==> config.mk <==
export PLATFORM = sky130hd
export DESIGN_NAME = mi4_ctrl
export DESIGN_NICKNAME = d
export VERILOG_FILES = /design/src/sv/mi4_pkg.sv /design/src/sv/mi4_ctrl.sv
export SDC_FILE = /design/constraint.sdc
export NUM_CORES = 1
export LEC_CHECK = 0
export BUFFER_PORTS_ARGS = -buffer_cell sky130_fd_sc_hd__buf_2
export CAP_MARGIN = 40
export CORE_AREA = 2 2 39 41
export DETAILED_ROUTE_END_ITERATION = 16
export DIE_AREA = 0 0 41 43
export GPL_ROUTABILITY_DRIVEN = 0
export GPL_TIMING_DRIVEN = 0
export PLACE_DENSITY = 0.58
export RECOVER_POWER = 25
export SETUP_SLACK_MARGIN = 0.3
export SYNTH_ARGS = -nofsm -noshare
export SYNTH_HDL_FRONTEND = slang
export SYNTH_SLANG_ARGS = --single-unit
==> constraint.sdc <==
create_clock -name clk -period 2.4 [get_ports clk]
set_input_delay 0.48 -clock clk [delete_from_list [all_inputs] [get_ports clk]]
set_output_delay 0.48 -clock clk [all_outputs]
set_load 0.005 [all_outputs]
==> src/sv/mi4_pkg.sv <==
// Package for the 4x4 matrix inverse: widths, controller states, command and status structs.
// No dependencies.
`timescale 1ns / 1ps
package mi4_pkg;
  localparam int DEF_FRAC_BITS  = 16;
  localparam int DEF_DATA_WIDTH = 32;

  typedef enum logic [3:0] {
    ST_IDLE, ST_MINOR, ST_DET, ST_DIVINIT, ST_DIV, ST_EMIT
  } state_t;

  typedef struct packed {
    logic minor_start;
    logic det_start;
    logic div_start;
    logic emit;
  } cmd_t;

  typedef struct packed {
    logic minor_done;
    logic det_done;
    logic div_done;
    logic singular;
  } stat_t;
endpackage

==> src/sv/mi4_ctrl.sv <==
// Controller for the matrix inverse: sequences cofactors, determinant, divisions, output.
// Depends on mi4_pkg.
`timescale 1ns / 1ps
module mi4_ctrl import mi4_pkg::*; (
  input  logic       clk,
  input  logic       rst,
  input  logic       launch,
  input  stat_t      stat,
  output cmd_t       cmd,
  output logic [3:0] idx,
  output logic       busy
);
  state_t state, state_next;
  logic [3:0] idx_next;

  always_ff @(posedge clk) begin
    if (rst) begin
      state <= ST_IDLE;
      idx   <= '0;
    end else begin
      state <= state_next;
      idx   <= idx_next;
    end
  end

  always_comb begin
    state_next = state;
    idx_next   = idx;
    cmd        = '0;
    busy       = (state != ST_IDLE);
    case (state)
      ST_IDLE: begin
        if (launch) begin
          state_next = ST_MINOR;
          idx_next = '0;
          cmd.minor_start = 1'b1;
        end
      end
      ST_MINOR: begin
        if (stat.minor_done) begin
          if (idx == 4'd15) begin
            state_next = ST_DET;
            cmd.det_start = 1'b1;
            idx_next = '0;
          end else begin
            idx_next = idx + 4'd1;
            cmd.minor_start = 1'b1;
          end
        end
      end
      ST_DET: begin
        if (stat.det_done) state_next = ST_DIVINIT;
      end
      ST_DIVINIT: begin
        cmd.div_start = 1'b1;
        state_next = ST_DIV;
      end
      ST_DIV: begin
        if (stat.singular || stat.div_done) state_next = ST_EMIT;
      end
      ST_EMIT: begin
        cmd.emit = 1'b1;
        idx_next = idx + 4'd1;
        state_next = (idx == 4'd15) ? ST_IDLE : ST_DIVINIT;
      end
      default: state_next = ST_IDLE;
    endcase
  end
endmodule

==> flow_summary.json <==
{
  "outcome": "finished clean",
  "worst_pin_slew_ns": 0.388,
  "netlist_instances": 59,
  "dp_slack_ns": 0.848,
  "final_cells": 93,
  "synth_top_flop_cell": "dfxtp_1",
  "clk_pin_slew_worst_paths_ns": 0.05,
  "leakagePower_nw": 0.266,
  "synthArstFlopShare_pct": 0,
  "max-slew-margin-rel_pct": 74.1,
  "via_per_inst": 5.26,
  "dr.pass1.iters": 4,
  "synth_enable_flop_cells": 0,
  "ant_nets": 0,
  "end_kind": "output port",
  "gr-total-overflow": 0,
  "rsz0062_at_grt": "no",
  "diodes": 0,
  "final_area_um2": 596,
  "start_kind": "register",
  "min_period_ns": 1.85,
  "design.core.area_mm2": 0.00138,
  "detailed_place_hpwl_um": 803,
  "fmax_mhz": 542,
  "power_density_mw_per_mm2": 572,
  "cp_max_fo": 5,
  "critPathBufInv": 1,
  "drt_iter0_drc": 13,
  "crit_family": "flip-flops",
  "setup_viol": 0,
  "drc": 0,
  "clk-insertion-delay-late_ns": 0.26,
  "ctsHoldBuffers": 0,
  "p_total_mw": 0.341,
  "root_buffer": "clkbuf_4",
  "max_stage_delay_ns": 0.39,
  "grt_pass1_vias": 413,
  "cts_max_level": 1,
  "ys_ff_latch": 7,
  "period_share_pct": 76.9,
  "cts_num_sinks": 7,
  "ys_types": 33,
  "fp.dieW_um": 41,
  "place_inst": 89,
  "critical_path_class": "register to output port",
  "syn_avg_cell_area_um2": 8.14,
  "cts.path.max_buffers": 2,
  "synth_fp_nets": 67,
  "wire_per_inst_um": 11.4,
  "peakVddDrop_mv": 0.266,
  "critPathArrivalTime_ns": 1.37,
  "cp_num_cells": 5,
  "grt.total_usage_pct": 13.9,
  "drive_gt1_share_pct": 29.9,
  "rows": 14,
  "chipHeight_um": 43,
  "cts_resized": 0,
  "required_ns": 1.92,
  "dpl-instance-area_um2": 571,
  "port_buffers": 14,
  "nets": 86,
  "start_util_pct": 34.7,
  "hold_path.class": "register to register",
  "grt_max_degree": 11,
  "routed_wl_um": 1060,
  "grt_pass1_wl_um": 1700,
  "synth_top_area_share_pct": 29.2,
  "antenna_found_initial": 0,
  "area.growth.synth_to_final_pct": 24.0,
  "finalMaxSlewViolations": 0,
  "r2r_cells": 4,
  "tritoncts": "yes",
  "post-cts-setup-buffers": 0,
  "slowest_stage": "dfxtp_1",
  "yosysWarnings": 0,
  "worstPathCellList": "ha_1 -> nand3_1 -> a31oi_1 -> nor3_1 -> buf_2",
  "holdPathStages": 2,
  "pin_count": 16,
  "routed-via-count": 489,
  "timing.final.ws_setup_ns": 0.553,
  "yosysTopAreaCell": "dfxtp_1",
  "cap_violations": 0,
  "cts_buffers": 3,
  "synth_common_cells": "7 x dfxtp_1, 7 x nor2_1, 4 x a21oi_1, 4 x nand2b_1, 4 x nand3_1",
  "setup_tns_ns": 0,
  "ys_seq_area_share_pct": 29.2,
  "syn-cell-area_um2": 480,
  "fin_worst_skew_ns": 0.00101,
  "finalHoldViolations": 0,
  "die_area_mm2": 0.00176,
  "netlist_top_cells_area": "dfxtp_1 29%, nor2_1 5.5%, nand2b_1 5.2%, a21oi_1 4.2%, nand3_1 4.2%"
}
## worst min-delay path: cells and delay by family, from the launching register on
family             cells  cell delay, ns
AOI/OAI and AO/OA      1            0.06
DFF                    1            0.33
and+or+nand+nor        1            0.09
## power breakdown
| group | total, mW | leakage [nW] | internal (mW) | switching, mW |
|---|---|---|---|---|
| Combinational | 0.0989 | 0.195 | 0.0448 | 0.0541 |
| Sequential | 0.131 | 0.0568 | 0.123 | 0.00713 |
| Clock | 0.111 | 0.0150 | 0.0637 | 0.0474 |
| Total | 0.341 | 0.266 | 0.232 | 0.109 |
## path summary, 6_finish.rpt
kind	slack, ns	start	endpoint
worst max-delay path	0.55	idx[0]$_SDFFE_PP0P_	cmd[3]
worst min-delay path	0.52	idx[1]$_SDFFE_PP0P_	idx[1]$_SDFFE_PP0P_
worst max register to register	0.91	state[2]$_SDFFE_PP0P_	idx[3]$_SDFFE_PP0P_
worst min register to register	0.52	idx[1]$_SDFFE_PP0P_	idx[1]$_SDFFE_PP0P_
## flip-flops by register name, summed over array words and instances, names as in the netlist
name,flops
state,3
idx,4
## layout make-up
cell class | count | area, um^2
clock buffers | 4 | 26.3
flip-flops and latches | 7 | 140
inverters | 1 | 3.75
multi-input cells | 47 | 309
well taps | 16 | 20.0
plain buffers | 4 | 26.3
fillers | 155 | 788
repair buffers | 14 | 70.1
## metrics by stage
step / hold WS (ns) / utilization (%)
finish: 0.521 / 43.0
global placement: 0.501 / 41.2
detailed placement: 0.515 / 41.2
CTS: 0.527 / 43.1
floorplan: 0.499 / -
global route: 0.562 / 43.0
## cell usage in the layout (no fill, tap or decap), types with 2 or more instances in the layout
cell      Yosys  final
buf_2         1     14
nor2_1        7      7
dfxtp_1       7      7
nand3_1       4      4
a21oi_1       4      4
nand2b_1      4      4
clkbuf_1      1      3
clkbuf_4      0      3
and3_1        2      2
a31oi_1       2      2
nor3_1        2      2
o21ai_1       2      2
nand3b_1      2      2
## layer usage
metal	vias up	track usage (%)	routed length, um
met1	215	20.1	528
met5	-	0	0
met4	0	6.00	21
met3	3	3.14	77
li1	255	-	-
met2	16	19.1	438
## kinds of logic after synthesis
family / Yosys count / share of synthesized area (%)
and+or+nand+nor: 31 / 38.5
adders and majority gates: 1 / 2.60
buffers and inverters: 5 / 6.51
DFF: 7 / 29.2
muxes: 1 / 2.08
AOI/OAI and AO/OA: 14 / 21.1
(Power assumes the default switching activity.)
